### src/sv/tpva_pkg.sv
// shared types, constants and helper functions for the tube prism volume accumulator
`default_nettype none

package tpva_pkg;

	// widths fixed by the stream format
	localparam int COORD_IN_BITS = 16;
	localparam int SUM_BITS      = 64;
	localparam int VOL_BITS      = 63;

	// micro-op sequencing: nine products per tetrahedron, three tetrahedra per prism
	localparam int NUM_OPS  = 9;
	localparam int OP_BITS  = 4;
	localparam logic [OP_BITS-1:0] LAST_OP = OP_BITS'(NUM_OPS - 1);

	// divide by six, one hex digit per step
	localparam int DIVISOR     = 6;
	localparam int DIV_DIGIT   = 4;
	localparam int DIV_STEPS   = SUM_BITS / DIV_DIGIT;
	localparam int DIV_CNT_BITS = $clog2(DIV_STEPS);
	localparam logic [DIV_CNT_BITS-1:0] DIV_LAST = DIV_CNT_BITS'(DIV_STEPS - 1);
	localparam int REM_BITS    = 3;
	localparam int DIG_BITS    = REM_BITS + DIV_DIGIT;
	// floor(v * 43 / 256) == floor(v / 6) for every v below 96
	localparam int DIV_RECIP   = 43;
	localparam int RECIP_SHIFT = 8;

	typedef enum logic [1:0] {
		VEC_U,
		VEC_V,
		VEC_W,
		VEC_X
	} vec_t;

	typedef enum logic [1:0] {
		DST_X0,
		DST_X1,
		DST_X2,
		DST_T
	} dst_t;

	typedef enum logic [1:0] {
		MD_LOAD,
		MD_ADD,
		MD_SUB
	} mode_t;

	typedef enum logic [1:0] {
		TET_ABCE,
		TET_ADEF,
		TET_CEFA
	} tet_t;

	typedef struct packed {
		vec_t       a_vec;
		logic [1:0] a_comp;
		vec_t       b_vec;
		logic [1:0] b_comp;
		dst_t       dst;
		mode_t      mode;
		logic       tet_end;
	} uop_t;

	typedef struct packed {
		logic accept;
		logic clear;
		logic load_diff;
		tet_t tet;
		logic issue;
		uop_t uop;
		logic store_prev;
		logic div_load;
		logic div_step;
		logic out_load;
	} cmd_t;

	typedef struct packed {
		logic busy;
		logic have_prev;
		logic out_free;
	} status_t;

	// cross product x = v * w into x0..x2, then dot product u . x into t
	function automatic uop_t uop_of(input logic [OP_BITS-1:0] op);
		uop_t u;
		u = '0;
		case (op)
			4'd0: u = '{a_vec: VEC_V, a_comp: 2'd1, b_vec: VEC_W, b_comp: 2'd2,
				dst: DST_X0, mode: MD_LOAD, tet_end: 1'b0};
			4'd1: u = '{a_vec: VEC_W, a_comp: 2'd1, b_vec: VEC_V, b_comp: 2'd2,
				dst: DST_X0, mode: MD_SUB, tet_end: 1'b0};
			4'd2: u = '{a_vec: VEC_V, a_comp: 2'd2, b_vec: VEC_W, b_comp: 2'd0,
				dst: DST_X1, mode: MD_LOAD, tet_end: 1'b0};
			4'd3: u = '{a_vec: VEC_W, a_comp: 2'd2, b_vec: VEC_V, b_comp: 2'd0,
				dst: DST_X1, mode: MD_SUB, tet_end: 1'b0};
			4'd4: u = '{a_vec: VEC_V, a_comp: 2'd0, b_vec: VEC_W, b_comp: 2'd1,
				dst: DST_X2, mode: MD_LOAD, tet_end: 1'b0};
			4'd5: u = '{a_vec: VEC_W, a_comp: 2'd0, b_vec: VEC_V, b_comp: 2'd1,
				dst: DST_X2, mode: MD_SUB, tet_end: 1'b0};
			4'd6: u = '{a_vec: VEC_U, a_comp: 2'd0, b_vec: VEC_X, b_comp: 2'd0,
				dst: DST_T, mode: MD_LOAD, tet_end: 1'b0};
			4'd7: u = '{a_vec: VEC_U, a_comp: 2'd1, b_vec: VEC_X, b_comp: 2'd1,
				dst: DST_T, mode: MD_ADD, tet_end: 1'b0};
			4'd8: u = '{a_vec: VEC_U, a_comp: 2'd2, b_vec: VEC_X, b_comp: 2'd2,
				dst: DST_T, mode: MD_ADD, tet_end: 1'b1};
			default: u = '0;
		endcase
		return u;
	endfunction

	// quotient digit of a 7-bit partial dividend by six
	function automatic logic [DIV_DIGIT-1:0] quo6(input logic [DIG_BITS-1:0] v);
		logic [12:0] p;
		p = 13'(v) * 13'(DIV_RECIP);
		return p[RECIP_SHIFT +: DIV_DIGIT];
	endfunction

endpackage

`default_nettype wire

### src/sv/tpva_tri_if.sv
// input channel carrying one cross-section triangle per word
`default_nettype none

interface tpva_tri_if;
	logic valid;
	logic ready;
	logic signed [tpva_pkg::COORD_IN_BITS-1:0] ax;
	logic signed [tpva_pkg::COORD_IN_BITS-1:0] ay;
	logic signed [tpva_pkg::COORD_IN_BITS-1:0] az;
	logic signed [tpva_pkg::COORD_IN_BITS-1:0] bx;
	logic signed [tpva_pkg::COORD_IN_BITS-1:0] by_coord;
	logic signed [tpva_pkg::COORD_IN_BITS-1:0] bz;
	logic signed [tpva_pkg::COORD_IN_BITS-1:0] cx;
	logic signed [tpva_pkg::COORD_IN_BITS-1:0] cy;
	logic signed [tpva_pkg::COORD_IN_BITS-1:0] cz;
	logic first;
	logic last;

	modport source (
		output valid, ax, ay, az, bx, by_coord, bz, cx, cy, cz, first, last,
		input  ready
	);

	modport sink (
		input  valid, ax, ay, az, bx, by_coord, bz, cx, cy, cz, first, last,
		output ready
	);
endinterface

`default_nettype wire

### src/sv/tpva_res_if.sv
// result channel carrying one tube volume per word
`default_nettype none

interface tpva_res_if;
	logic valid;
	logic ready;
	logic [tpva_pkg::VOL_BITS-1:0] volume;
	logic saturated;

	modport source (
		output valid, volume, saturated,
		input  ready
	);

	modport sink (
		input  valid, volume, saturated,
		output ready
	);
endinterface

`default_nettype wire

### src/sv/tpva_ctrl.sv
// sequencer that steps the shared multiplier, the divider and the result handoff
`default_nettype none

module tpva_ctrl (
	input  logic               clk,
	input  logic               arst_n,
	input  logic               valid,
	input  logic               first,
	input  logic               last,
	output logic               ready,
	input  tpva_pkg::status_t  status,
	output tpva_pkg::cmd_t     cmd
);

	typedef enum logic [5:0] {
		S_IDLE  = 6'b000001,
		S_LOAD  = 6'b000010,
		S_CALC  = 6'b000100,
		S_DRAIN = 6'b001000,
		S_DIV   = 6'b010000,
		S_OUT   = 6'b100000
	} state_t;

	state_t                              state_q, state_d;
	logic [1:0]                          tet_q, tet_d;
	logic [tpva_pkg::OP_BITS-1:0]        op_q, op_d;
	logic [tpva_pkg::DIV_CNT_BITS-1:0]   cnt_q, cnt_d;
	logic                                last_q, last_d;

	always_comb begin
		state_d = state_q;
		tet_d   = tet_q;
		op_d    = op_q;
		cnt_d   = cnt_q;
		last_d  = last_q;
		cmd     = '0;
		ready   = 1'b0;
		cmd.tet = tpva_pkg::tet_t'(tet_q);
		case (state_q)
			S_IDLE: begin
				ready = 1'b1;
				if (valid) begin
					cmd.accept = 1'b1;
					cmd.clear  = first;
					last_d     = last;
					if (status.have_prev && !first) begin
						tet_d   = 2'(tpva_pkg::TET_ABCE);
						state_d = S_LOAD;
					end else begin
						state_d = S_DRAIN;
					end
				end
			end
			S_LOAD: begin
				cmd.load_diff = 1'b1;
				op_d          = '0;
				state_d       = S_CALC;
			end
			S_CALC: begin
				cmd.issue = 1'b1;
				cmd.uop   = tpva_pkg::uop_of(op_q);
				if (op_q == tpva_pkg::LAST_OP) begin
					if (tet_q == 2'(tpva_pkg::TET_CEFA)) begin
						state_d = S_DRAIN;
					end else begin
						tet_d   = tet_q + 2'd1;
						state_d = S_LOAD;
					end
				end else begin
					op_d = op_q + 1'b1;
				end
			end
			S_DRAIN: begin
				// wait for the last tetrahedron to land in the sum
				if (!status.busy) begin
					cmd.store_prev = 1'b1;
					if (last_q) begin
						cmd.div_load = 1'b1;
						cnt_d        = '0;
						state_d      = S_DIV;
					end else begin
						state_d = S_IDLE;
					end
				end
			end
			S_DIV: begin
				cmd.div_step = 1'b1;
				cnt_d        = cnt_q + 1'b1;
				if (cnt_q == tpva_pkg::DIV_LAST) begin
					state_d = S_OUT;
				end
			end
			S_OUT: begin
				if (status.out_free) begin
					cmd.out_load = 1'b1;
					state_d      = S_IDLE;
				end
			end
			default: begin
				state_d = S_IDLE;
			end
		endcase
	end

	always_ff @(posedge clk or negedge arst_n) begin
		if (!arst_n) begin
			state_q <= S_IDLE;
			tet_q   <= '0;
			op_q    <= '0;
			cnt_q   <= '0;
			last_q  <= 1'b0;
		end else begin
			state_q <= state_d;
			tet_q   <= tet_d;
			op_q    <= op_d;
			cnt_q   <= cnt_d;
			last_q  <= last_d;
		end
	end

	a_ready_idle_pipe: assert property (@(posedge clk) disable iff (!arst_n)
		ready |-> !status.busy)
		else $error("new word taken while products are still in flight");

	a_out_slot_free: assert property (@(posedge clk) disable iff (!arst_n)
		cmd.out_load |-> status.out_free)
		else $error("result loaded over a word not yet taken");

	a_issue_after_load: assert property (@(posedge clk) disable iff (!arst_n)
		(cmd.issue && cmd.uop.mode == tpva_pkg::MD_LOAD && cmd.uop.dst == tpva_pkg::DST_X0)
		|-> $past(cmd.load_diff))
		else $error("tetrahedron started without fresh edge vectors");

endmodule

`default_nettype wire

### src/sv/tpva_dp.sv
// datapath: corner store, edge vectors, shared multiplier, accumulators, divider, result register
`default_nettype none

module tpva_dp #(
	parameter int COORD_BITS = 16
) (
	input  logic                                   clk,
	input  logic                                   arst_n,
	input  logic signed [tpva_pkg::COORD_IN_BITS-1:0] ax,
	input  logic signed [tpva_pkg::COORD_IN_BITS-1:0] ay,
	input  logic signed [tpva_pkg::COORD_IN_BITS-1:0] az,
	input  logic signed [tpva_pkg::COORD_IN_BITS-1:0] bx,
	input  logic signed [tpva_pkg::COORD_IN_BITS-1:0] by_coord,
	input  logic signed [tpva_pkg::COORD_IN_BITS-1:0] bz,
	input  logic signed [tpva_pkg::COORD_IN_BITS-1:0] cx,
	input  logic signed [tpva_pkg::COORD_IN_BITS-1:0] cy,
	input  logic signed [tpva_pkg::COORD_IN_BITS-1:0] cz,
	input  tpva_pkg::cmd_t                         cmd,
	output tpva_pkg::status_t                      status,
	tpva_res_if.source                             result
);

	localparam int CW  = COORD_BITS;
	localparam int DW  = CW + 1;
	localparam int XW  = 2 * DW + 1;
	localparam int PW  = DW + XW;
	localparam int TW  = PW + 2;
	localparam int EXT = (CW > tpva_pkg::COORD_IN_BITS) ? CW : tpva_pkg::COORD_IN_BITS;
	localparam int SB  = tpva_pkg::SUM_BITS;

	logic signed [CW-1:0] cur_q  [0:2][0:2];
	logic signed [CW-1:0] prev_q [0:2][0:2];
	logic signed [DW-1:0] u_q [0:2];
	logic signed [DW-1:0] v_q [0:2];
	logic signed [DW-1:0] w_q [0:2];
	logic signed [XW-1:0] x_q [0:2];
	logic signed [TW-1:0] t_q;

	logic signed [DW-1:0] opa;
	logic signed [XW-1:0] opb;
	logic signed [DW-1:0] opa_s1;
	logic signed [XW-1:0] opb_s1;
	tpva_pkg::uop_t       uop_s1;
	logic                 v_s1;
	logic signed [PW-1:0] prod_s2;
	tpva_pkg::uop_t       uop_s2;
	logic                 v_s2;
	logic                 tend_s3;
	logic [TW-1:0]        abs_s4;
	logic                 abs_v_s4;

	logic [SB-1:0]        sum_q;
	logic [SB:0]          sum_ext;
	logic                 sat_q;
	logic                 have_prev_q;

	logic [SB-1:0]                       div_q;
	logic [tpva_pkg::REM_BITS-1:0]       rem_q;
	logic [tpva_pkg::DIG_BITS-1:0]       dig;
	logic [tpva_pkg::DIV_DIGIT-1:0]      qdig;
	logic [tpva_pkg::DIG_BITS-1:0]       qmul;

	logic                                out_valid_q;
	logic [tpva_pkg::VOL_BITS-1:0]       volume_q;
	logic                                saturated_q;

	// low COORD_BITS of the 16-bit field, sign-extended
	function automatic logic signed [CW-1:0] to_coord(
		input logic signed [tpva_pkg::COORD_IN_BITS-1:0] x);
		logic [EXT-1:0] z;
		z = EXT'($unsigned(x));
		return signed'(z[CW-1:0]);
	endfunction

	function automatic logic signed [DW-1:0] dif(input logic signed [CW-1:0] a,
		input logic signed [CW-1:0] b);
		return DW'(a) - DW'(b);
	endfunction

	// capture the new triangle, then keep it as the previous one
	always_ff @(posedge clk) begin
		if (cmd.accept) begin
			cur_q[0][0] <= to_coord(ax);
			cur_q[0][1] <= to_coord(ay);
			cur_q[0][2] <= to_coord(az);
			cur_q[1][0] <= to_coord(bx);
			cur_q[1][1] <= to_coord(by_coord);
			cur_q[1][2] <= to_coord(bz);
			cur_q[2][0] <= to_coord(cx);
			cur_q[2][1] <= to_coord(cy);
			cur_q[2][2] <= to_coord(cz);
		end
		if (cmd.store_prev) begin
			prev_q <= cur_q;
		end
	end

	// edge vectors of the next tetrahedron: a,b,c are previous corners, d,e,f new ones
	always_ff @(posedge clk) begin
		if (cmd.load_diff) begin
			for (int c = 0; c < 3; c++) begin
				case (cmd.tet)
					tpva_pkg::TET_ADEF: begin
						v_q[c] <= dif(cur_q[0][c], prev_q[0][c]);
						w_q[c] <= dif(cur_q[1][c], prev_q[0][c]);
						u_q[c] <= dif(cur_q[2][c], prev_q[0][c]);
					end
					tpva_pkg::TET_CEFA: begin
						v_q[c] <= dif(cur_q[1][c], prev_q[2][c]);
						w_q[c] <= dif(cur_q[2][c], prev_q[2][c]);
						u_q[c] <= dif(prev_q[0][c], prev_q[2][c]);
					end
					default: begin
						v_q[c] <= dif(prev_q[1][c], prev_q[0][c]);
						w_q[c] <= dif(prev_q[2][c], prev_q[0][c]);
						u_q[c] <= dif(cur_q[1][c], prev_q[0][c]);
					end
				endcase
			end
		end
	end

	// operand select
	always_comb begin
		case (cmd.uop.a_vec)
			tpva_pkg::VEC_U: opa = u_q[cmd.uop.a_comp];
			tpva_pkg::VEC_V: opa = v_q[cmd.uop.a_comp];
			tpva_pkg::VEC_W: opa = w_q[cmd.uop.a_comp];
			default:         opa = '0;
		endcase
		case (cmd.uop.b_vec)
			tpva_pkg::VEC_V: opb = XW'(v_q[cmd.uop.b_comp]);
			tpva_pkg::VEC_W: opb = XW'(w_q[cmd.uop.b_comp]);
			tpva_pkg::VEC_X: opb = x_q[cmd.uop.b_comp];
			default:         opb = '0;
		endcase
	end

	always_ff @(posedge clk) begin
		opa_s1  <= opa;
		opb_s1  <= opb;
		uop_s1  <= cmd.uop;
		prod_s2 <= opa_s1 * opb_s1;
		uop_s2  <= uop_s1;
		abs_s4  <= t_q[TW-1] ? TW'(-t_q) : TW'(t_q);
	end

	// cross-product and triple-product accumulators
	always_ff @(posedge clk) begin
		if (v_s2) begin
			case (uop_s2.dst)
				tpva_pkg::DST_X0: x_q[0] <= (uop_s2.mode == tpva_pkg::MD_SUB) ?
					x_q[0] - XW'(prod_s2) : XW'(prod_s2);
				tpva_pkg::DST_X1: x_q[1] <= (uop_s2.mode == tpva_pkg::MD_SUB) ?
					x_q[1] - XW'(prod_s2) : XW'(prod_s2);
				tpva_pkg::DST_X2: x_q[2] <= (uop_s2.mode == tpva_pkg::MD_SUB) ?
					x_q[2] - XW'(prod_s2) : XW'(prod_s2);
				default: t_q <= (uop_s2.mode == tpva_pkg::MD_ADD) ?
					t_q + TW'(prod_s2) : TW'(prod_s2);
			endcase
		end
	end

	always_ff @(posedge clk or negedge arst_n) begin
		if (!arst_n) begin
			v_s1     <= 1'b0;
			v_s2     <= 1'b0;
			tend_s3  <= 1'b0;
			abs_v_s4 <= 1'b0;
		end else begin
			v_s1     <= cmd.issue;
			v_s2     <= v_s1;
			tend_s3  <= v_s2 && uop_s2.tet_end;
			abs_v_s4 <= tend_s3;
		end
	end

	// running sum of six times the volume, saturating
	assign sum_ext = {1'b0, sum_q} + (SB + 1)'(abs_s4);

	always_ff @(posedge clk or negedge arst_n) begin
		if (!arst_n) begin
			sum_q       <= '0;
			sat_q       <= 1'b0;
			have_prev_q <= 1'b0;
		end else begin
			if (cmd.clear || cmd.out_load) begin
				sum_q <= '0;
				sat_q <= 1'b0;
			end else if (abs_v_s4) begin
				if (sum_ext[SB]) begin
					sum_q <= '1;
					sat_q <= 1'b1;
				end else begin
					sum_q <= sum_ext[SB-1:0];
				end
			end
			if (cmd.clear || cmd.out_load) begin
				have_prev_q <= 1'b0;
			end else if (cmd.store_prev) begin
				have_prev_q <= 1'b1;
			end
		end
	end

	// divide by six, top hex digit first
	assign dig  = {rem_q, div_q[SB-1 -: tpva_pkg::DIV_DIGIT]};
	assign qdig = tpva_pkg::quo6(dig);
	assign qmul = tpva_pkg::DIG_BITS'(qdig) * tpva_pkg::DIG_BITS'(tpva_pkg::DIVISOR);

	always_ff @(posedge clk) begin
		if (cmd.div_load) begin
			div_q <= sum_q;
			rem_q <= '0;
		end else if (cmd.div_step) begin
			div_q <= {div_q[SB-tpva_pkg::DIV_DIGIT-1:0], qdig};
			rem_q <= tpva_pkg::REM_BITS'(dig - qmul);
		end
	end

	// result word register
	always_ff @(posedge clk or negedge arst_n) begin
		if (!arst_n) begin
			out_valid_q <= 1'b0;
		end else if (cmd.out_load) begin
			out_valid_q <= 1'b1;
		end else if (result.ready) begin
			out_valid_q <= 1'b0;
		end
	end

	always_ff @(posedge clk) begin
		if (cmd.out_load) begin
			volume_q    <= div_q[tpva_pkg::VOL_BITS-1:0];
			saturated_q <= sat_q;
		end
	end

	assign result.valid     = out_valid_q;
	assign result.volume    = volume_q;
	assign result.saturated = saturated_q;

	assign status.busy      = v_s1 | v_s2 | tend_s3 | abs_v_s4;
	assign status.have_prev = have_prev_q;
	assign status.out_free  = !out_valid_q || result.ready;

	a_sat_pins_sum: assert property (@(posedge clk) disable iff (!arst_n)
		sat_q |-> (sum_q == '1))
		else $error("saturation flag set but sum not pinned at full scale");

	a_out_follows_load: assert property (@(posedge clk) disable iff (!arst_n)
		cmd.out_load |=> (result.valid && result.saturated == $past(sat_q)))
		else $error("result word not presented after load");

endmodule

`default_nettype wire

### src/sv/tube_prism_volume_accumulator.sv
// top level of the stream tube prism volume accumulator
`default_nettype none

// Each triangle word carries three corners in signed Q8.8. The block keeps the previous
// triangle and adds the prism between it and the new one as three tetrahedra (ABCE, ADEF,
// CEFA), each the magnitude of an exact triple product; the sum saturates at 2^64-1 and
// raises saturated. A word with last set emits one result: the sum divided by six, in Q24.
// All 27 products of a prism go through one shared multiplier, one product per cycle within
// a tetrahedron, after a step that loads its edge vectors; ready returns once all products
// have landed in the sum. A word with last set then adds a divide (one hex digit per cycle)
// and a step to load the result register, plus any wait for the previous result to be taken.
// The result register lets a new triangle be accepted while a volume is still waiting
// downstream.
module tube_prism_volume_accumulator #(
	parameter int COORD_BITS = 16
) (
	input  logic          clk,
	input  logic          arst_n,
	tpva_tri_if.sink      triangle,
	tpva_res_if.source    result
);

	tpva_pkg::cmd_t    cmd;
	tpva_pkg::status_t status;
	logic              ready;

	tpva_ctrl u_ctrl (
		.clk    (clk),
		.arst_n (arst_n),
		.valid  (triangle.valid),
		.first  (triangle.first),
		.last   (triangle.last),
		.ready  (ready),
		.status (status),
		.cmd    (cmd)
	);

	assign triangle.ready = ready;

	tpva_dp #(
		.COORD_BITS (COORD_BITS)
	) u_dp (
		.clk      (clk),
		.arst_n   (arst_n),
		.ax       (triangle.ax),
		.ay       (triangle.ay),
		.az       (triangle.az),
		.bx       (triangle.bx),
		.by_coord (triangle.by_coord),
		.bz       (triangle.bz),
		.cx       (triangle.cx),
		.cy       (triangle.cy),
		.cz       (triangle.cz),
		.cmd      (cmd),
		.status   (status),
		.result   (result)
	);

endmodule

`default_nettype wire

### src/flat_wrapper.sv
// flat-port wrapper written by rule: the top's interface ports become plain ports
module tube_prism_volume_accumulator_flat 
#(
	parameter int COORD_BITS = 16
)
  (clk, arst_n, triangle_valid, triangle_ax, triangle_ay, triangle_az, triangle_bx, triangle_by_coord, triangle_bz, triangle_cx, triangle_cy, triangle_cz, triangle_first, triangle_last, triangle_ready, result_valid, result_volume, result_saturated, result_ready);
  tpva_tri_if triangle_i ();
  tpva_res_if result_i ();
  input  logic clk;
  input  logic arst_n;
  input wire logic [$bits(triangle_i.valid)-1:0] triangle_valid;
  input wire logic [$bits(triangle_i.ax)-1:0] triangle_ax;
  input wire logic [$bits(triangle_i.ay)-1:0] triangle_ay;
  input wire logic [$bits(triangle_i.az)-1:0] triangle_az;
  input wire logic [$bits(triangle_i.bx)-1:0] triangle_bx;
  input wire logic [$bits(triangle_i.by_coord)-1:0] triangle_by_coord;
  input wire logic [$bits(triangle_i.bz)-1:0] triangle_bz;
  input wire logic [$bits(triangle_i.cx)-1:0] triangle_cx;
  input wire logic [$bits(triangle_i.cy)-1:0] triangle_cy;
  input wire logic [$bits(triangle_i.cz)-1:0] triangle_cz;
  input wire logic [$bits(triangle_i.first)-1:0] triangle_first;
  input wire logic [$bits(triangle_i.last)-1:0] triangle_last;
  output wire logic [$bits(triangle_i.ready)-1:0] triangle_ready;
  output wire logic [$bits(result_i.valid)-1:0] result_valid;
  output wire logic [$bits(result_i.volume)-1:0] result_volume;
  output wire logic [$bits(result_i.saturated)-1:0] result_saturated;
  input wire logic [$bits(result_i.ready)-1:0] result_ready;
  assign triangle_i.valid = triangle_valid;
  assign triangle_i.ax = triangle_ax;
  assign triangle_i.ay = triangle_ay;
  assign triangle_i.az = triangle_az;
  assign triangle_i.bx = triangle_bx;
  assign triangle_i.by_coord = triangle_by_coord;
  assign triangle_i.bz = triangle_bz;
  assign triangle_i.cx = triangle_cx;
  assign triangle_i.cy = triangle_cy;
  assign triangle_i.cz = triangle_cz;
  assign triangle_i.first = triangle_first;
  assign triangle_i.last = triangle_last;
  assign triangle_ready = triangle_i.ready;
  assign result_valid = result_i.valid;
  assign result_volume = result_i.volume;
  assign result_saturated = result_i.saturated;
  assign result_i.ready = result_ready;
  tube_prism_volume_accumulator #(.COORD_BITS(COORD_BITS)) u_core (.clk(clk), .arst_n(arst_n), .triangle(triangle_i), .result(result_i));
endmodule
### config.mk
export PLATFORM = sky130hd
export DESIGN_NAME = tube_prism_volume_accumulator_flat
export DESIGN_NICKNAME = d
export VERILOG_FILES = /design/src/sv/tpva_pkg.sv /design/src/sv/tpva_tri_if.sv /design/src/sv/tpva_res_if.sv /design/src/sv/tpva_ctrl.sv /design/src/sv/tpva_dp.sv /design/src/sv/tube_prism_volume_accumulator.sv /design/src/flat_wrapper.sv
export SDC_FILE = /design/constraint.sdc
export NUM_CORES = 2
export LEC_CHECK = 0
export BUFFER_PORTS_ARGS = -buffer_cell sky130_fd_sc_hd__clkbuf_2
export CAP_MARGIN = 20
export CORE_MARGIN = 2
export CORE_UTILIZATION = 38
export DETAILED_ROUTE_END_ITERATION = 16
export GPL_TIMING_DRIVEN = 0
export PLACE_DENSITY = 0.62
export SLEW_MARGIN = 5
export SYNTH_ARGS = -nofsm -noshare
export SYNTH_HDL_FRONTEND = slang
export SYNTH_SLANG_ARGS = --single-unit
### constraint.sdc
create_clock -name clk -period 8.4 [get_ports clk]
set_input_delay 0.84 -clock clk [delete_from_list [all_inputs] [get_ports clk]]
set_output_delay 0.84 -clock clk [all_outputs]
set_load 0.01 [all_outputs]
==> summary.txt <==
STA
  – Hold Fails Final Rpt: 0
  – Number of pins exceeding their max-slew limit in the final report: 0
  – # setup viols final: 0
  – Worst rel slew slack: 5.71%
  – Measured slew at the worst slew-check pin: roughly 1.4 ns
  – Worst path setup slack after routing: 0.275 ns
  – Time the final worst path needs with I/O delays and setup: 8.12 ns
  – Unrepaired setup endpoints after global routing: false
  – Achievable Freq: ~120 MHz
  – Final critical-path share of the clock period: slightly below 100%
  – Clock Skews: ~0.05 ns

Floorplanning
  – Die footprint: 232000 um2
  – Initial core utilization: 38.2%
  – IO Count: about 220
  – Core Area: 227000 um2
  – Die Span Y: between 400 and 500 um
  – Die Span X: 482 um
  – Number of placement rows: about 180

Setup path
  – Most Frequent Cell on Critical Path: sky130_fd_sc_hd__fa_1
  – Largest fanout on the critical path: 10
  – Data arrival time at the worst-slack endpoint: 8.78 ns
  – Worst setup path start: u_core.u_dp.opa_s1[5]
  – Worst-path cell chain: clkbuf_1 > and2_1 > fa_1 > inv_1 > fa_1 > fa_1 > inv_1 > fa_1 > fa_1 > inv_1 > fa_1 > inv_1 > ha_1 > nand3_1 > nor2_1 > nand4_1 > a21oi_1 > a311oi_4 > o21ai_0 > a221oi_2 > o21ai_0 > and4_1 > nor3_1
  – Destination of the critical timing path: u_core.u_dp.prod_s2[51]
  – Slowest stage delay, CP: between 0.7 and 0.8 ns
  – Reg2Reg Depth: 23
  – Critical R2R Capture: u_core.u_dp.prod_s2[51]
  – Worst R2R Start: u_core.u_dp.opa_s1[5]
  – Setup slack of the worst register-to-register path: between 0.2 and 0.3 ns
  – Kind of start point of the critical path: flop
  – Crit Path Class: reg2reg
  – Critical path depth: 23
  – Worst Setup End Kind: flop
  – Worst endpoint required time: around 9.1 ns
  – CP Buf/Inv Count: 5
  – Kind of cell with the highest combined delay on the critical path: adder cells
  – Cell with the largest stage delay on the worst path: sky130_fd_sc_hd__dfxtp_1

Global route
  – Fraction of met3 tracks used by global routing: under 10%
  – Via count of the first global-routing pass: 71274
  – Fraction of met1 tracks used by global routing: 34.2%
  – Antenna violations before repair: 12
  – Wire length of the first global-routing pass: about 450000 um
  – Largest net degree at the start of global routing: roughly 100
  – Fraction of met2 tracks used by global routing: between 40% and 50%
  – GRT Overall Usage: 25.4%
  – Aggregate global routing overflow: 0
  – Busiest layer in global routing: met2

Layout
  – Layout area overhead: 10.7%
  – Share of layout cells above drive strength 1: 5.65%
  – Number of fill cells: 22243
  – Cell area after layout: 96000 um2
  – Top library cells by usage in the layout, fill and taps aside: sky130_fd_sc_hd__nand2_1 (1125), sky130_fd_sc_hd__inv_1 (927), sky130_fd_sc_hd__ha_1 (752)
  – Most common cell after layout, fill and taps aside: sky130_fd_sc_hd__nand2_1
  – Total number of nets in the final design: around 11000

Clock tree
  – Clock-pin transition on the worst setup and hold timing paths: 0.07 ns
  – Clock insertion delay at the later pin of the skew report: ~0.8 ns
  – TritonCTS buffer count: between 100 and 150
  – Clock sink total: 987
  – Largest buffer count on any clock path: 3
  – Total number of H-tree levels: 3
  – CTS tree: yes
  – CTS root buffer: sky130_fd_sc_hd__clkbuf_16

Run status
  – Outcome: completed

Route
  – Violation count after the first detailed-route iteration: 6977
  – Antenna-violating nets left: 0
  – Vias per inst: 5.64
  – Vias after detailed routing: 72101
  – Post-route DRC: 0
  – Detailed Route WL: 299000 um
  – Number of optimization iterations in the first detailed-route pass: 7
  – Post-detailed-route wirelength per cell: 23.4 um

Placement
  – HPWL after detailed placement: 244000 um
  – Count of port buffers added during placement: 215
  – Post-DP Area: about 92000 um2
  – Final Wtd Congestion: 1.01
  – Pre-CTS WS: -0.811 ns

Hold path
  – Type of the worst min-delay path: in2async

Synth
  – Synthesized Nets: 10822
  – Synth warn: 0
  – Sequential-to-total area share from yosys stat: 31.7%
  – Synthesized netlist cell count: 9319
  – Summed instance area of the synthesized netlist: 86800 um2
  – Number of enable-type register cells in the synthesized netlist: 728
  – Distinct cell type count of the synthesized netlist: 96
  – Mapped Avg Cell Area: between 9 and 10 um2
  – Top flip-flop cell by instance count after synthesis: sky130_fd_sc_hd__edfxtp_1
  – Post-synthesis sequential element count: approximately 1000
  – Proportion of synthesized flip-flops having asynchronous set or reset: 8.92%

Power
  – Static leakage power: 41.4 nW
  – Post-layout total power: about 27 mW
  – Total power divided by cell area: 278 nW/um2
  – Largest vdd supply drop: 0.275 mV

Job
  – Maxcap violations: 0
## synthesized netlist by cell type (67+ instances only)
cell type | number | area share (%)
sky130_fd_sc_hd__nor3_1 | 156 | 0.90
sky130_fd_sc_hd__xnor2_1 | 328 | 3.3
sky130_fd_sc_hd__and3_1 | 69 | 0.50
sky130_fd_sc_hd__nand2_1 | 1126 | 4.9
sky130_fd_sc_hd__o31ai_1 | 67 | 0.58
sky130_fd_sc_hd__dfrtp_1 | 87 | 2.5
sky130_fd_sc_hd__a21o_1 | 172 | 1.5
sky130_fd_sc_hd__and2_1 | 279 | 2.0
sky130_fd_sc_hd__a21oi_1 | 692 | 4.0
sky130_fd_sc_hd__clkbuf_1 | 331 | 1.4
sky130_fd_sc_hd__nand2b_1 | 99 | 0.71
sky130_fd_sc_hd__inv_1 | 927 | 4.0
sky130_fd_sc_hd__nand3_1 | 153 | 0.88
sky130_fd_sc_hd__dfxtp_1 | 171 | 3.9
sky130_fd_sc_hd__or3_1 | 91 | 0.66
sky130_fd_sc_hd__mux2i_1 | 92 | 1.1
sky130_fd_sc_hd__o21ai_0 | 538 | 3.1
sky130_fd_sc_hd__xor2_1 | 204 | 2.1
sky130_fd_sc_hd__a211oi_1 | 120 | 1.0
sky130_fd_sc_hd__nor2b_1 | 102 | 0.74
sky130_fd_sc_hd__ha_1 | 752 | 11
sky130_fd_sc_hd__fa_1 | 601 | 14
sky130_fd_sc_hd__edfxtp_1 | 728 | 25
sky130_fd_sc_hd__o21a_1 | 73 | 0.63
sky130_fd_sc_hd__nor2_1 | 534 | 2.3
sky130_fd_sc_hd__a31oi_1 | 69 | 0.50
## registers in the layout (all words and copies together) (netlist names), 3 cells and up
register                   cells
u_core.u_dp.x_q              105
u_core.u_dp.t_q               54
u_core.u_dp.uop_s1             5
u_core.u_dp.v_q               51
u_core.u_dp.cur_q            144
u_core.u_dp.sum_q             64
u_core.u_ctrl.state_q          6
u_core.u_dp.u_q               51
u_core.u_dp.result.volume     63
u_core.u_dp.abs_s4            54
u_core.u_dp.w_q               51
u_core.u_dp.prev_q           144
u_core.u_dp.uop_s2             5
u_core.u_dp.opb_s1            35
u_core.u_dp.prod_s2           52
u_core.u_dp.rem_q              3
u_core.u_dp.div_q             64
u_core.u_dp.opa_s1            17
u_core.u_ctrl.op_q             4
u_core.u_ctrl.cnt_q            4
## cell families (layout without fill, tap and decap cells)
group / after synthesis / count (layout) / share of synthesized area [%]
buffers and inverters: 1295 / 1740 / 5.63
multiplexers: 96 / 96 / 1.11
AND/OR/NAND/NOR: 2805 / 2805 / 15.2
AO/OA/AOI/OAI: 2251 / 2251 / 16.3
adder cells (fa/ha/maj): 1353 / 1353 / 24.7
XOR/XNOR: 532 / 532 / 5.37
other: 0 / 7 / 0
flip-flops: 987 / 987 / 31.7
## how the worst min path moves through the flow
stage                     startpoint                     to  slack [ns]  cells past startpoint
2_1_floorplan  u_core.u_dp.uop_s1[0]  u_core.u_dp.uop_s2[0]        0.31                      0
3_3_place_gp   u_core.u_dp.uop_s1[4]  u_core.u_dp.uop_s2[4]        0.31                      0
3_5_place_dp   u_core.u_dp.uop_s1[0]  u_core.u_dp.uop_s2[0]        0.31                      0
4_1_cts                       arst_n  u_core.u_dp.sum_q[39]       0.002                      1
5_1_grt                       arst_n  u_core.u_dp.sum_q[39]        0.03                      1
6_report                      arst_n  u_core.u_dp.sum_q[39]        0.04                      1
## layout make-up
| type | count | area [um2] | share of cell area (%) |
|---|---|---|---|
| Antenna cell | 7 | 17.5 | 0.0182 |
| Buffer | 356 | 1400 | 1.46 |
| Clock buffer | 129 | 2910 | 3.03 |
| Clock inverter | 74 | 821 | 0.855 |
| Inverter | 931 | 3500 | 3.64 |
| Multi-Input combinational cell | 7037 | 54500 | 56.7 |
| Sequential cell | 987 | 27500 | 28.6 |
| Tap cell | 3009 | 3760 | 3.92 |
| Timing Repair Buffer | 250 | 1660 | 1.73 |
## per-stage QoR
| stage | hold WS (ns) | instances | setup TNS [ns] | utilization [%] |
|---|---|---|---|---|
| floorplan | 0.310 | 9319 | 0 | - |
| global placement | 0.313 | 12543 | -253.59 | 40.3 |
| detailed placement | 0.314 | 12575 | -3.06 | 40.6 |
| CTS | 0.00186 | 12770 | 0 | 42.2 |
| global route | 0.0271 | 12773 | 0 | 42.2 |
| finish | 0.0374 | 12780 | 0 | 42.2 |
## layer usage
metal  wire (um)  vias up
met2      137000     2828
met5          59        -
li1            -    33235
met1      127000    35481
met3       21700      549
met4       13300        8
## where the power goes
group	total [mW]	internal (mW)	switching, mW
clock network	5.02	2.79	2.22
registers	7.21	6.41	0.800
logic	14.5	5.49	9.01
## repair_timing
item / CTS / global route
endpoints found under the setup margin: 10 / 9
setup buffers: 0 / 0
hold buffers: 0 / 0
hold endpoints to repair: 0 / 0
resized for setup: 9 / 37
No activity file was read; power rests on OpenSTA's default activity.
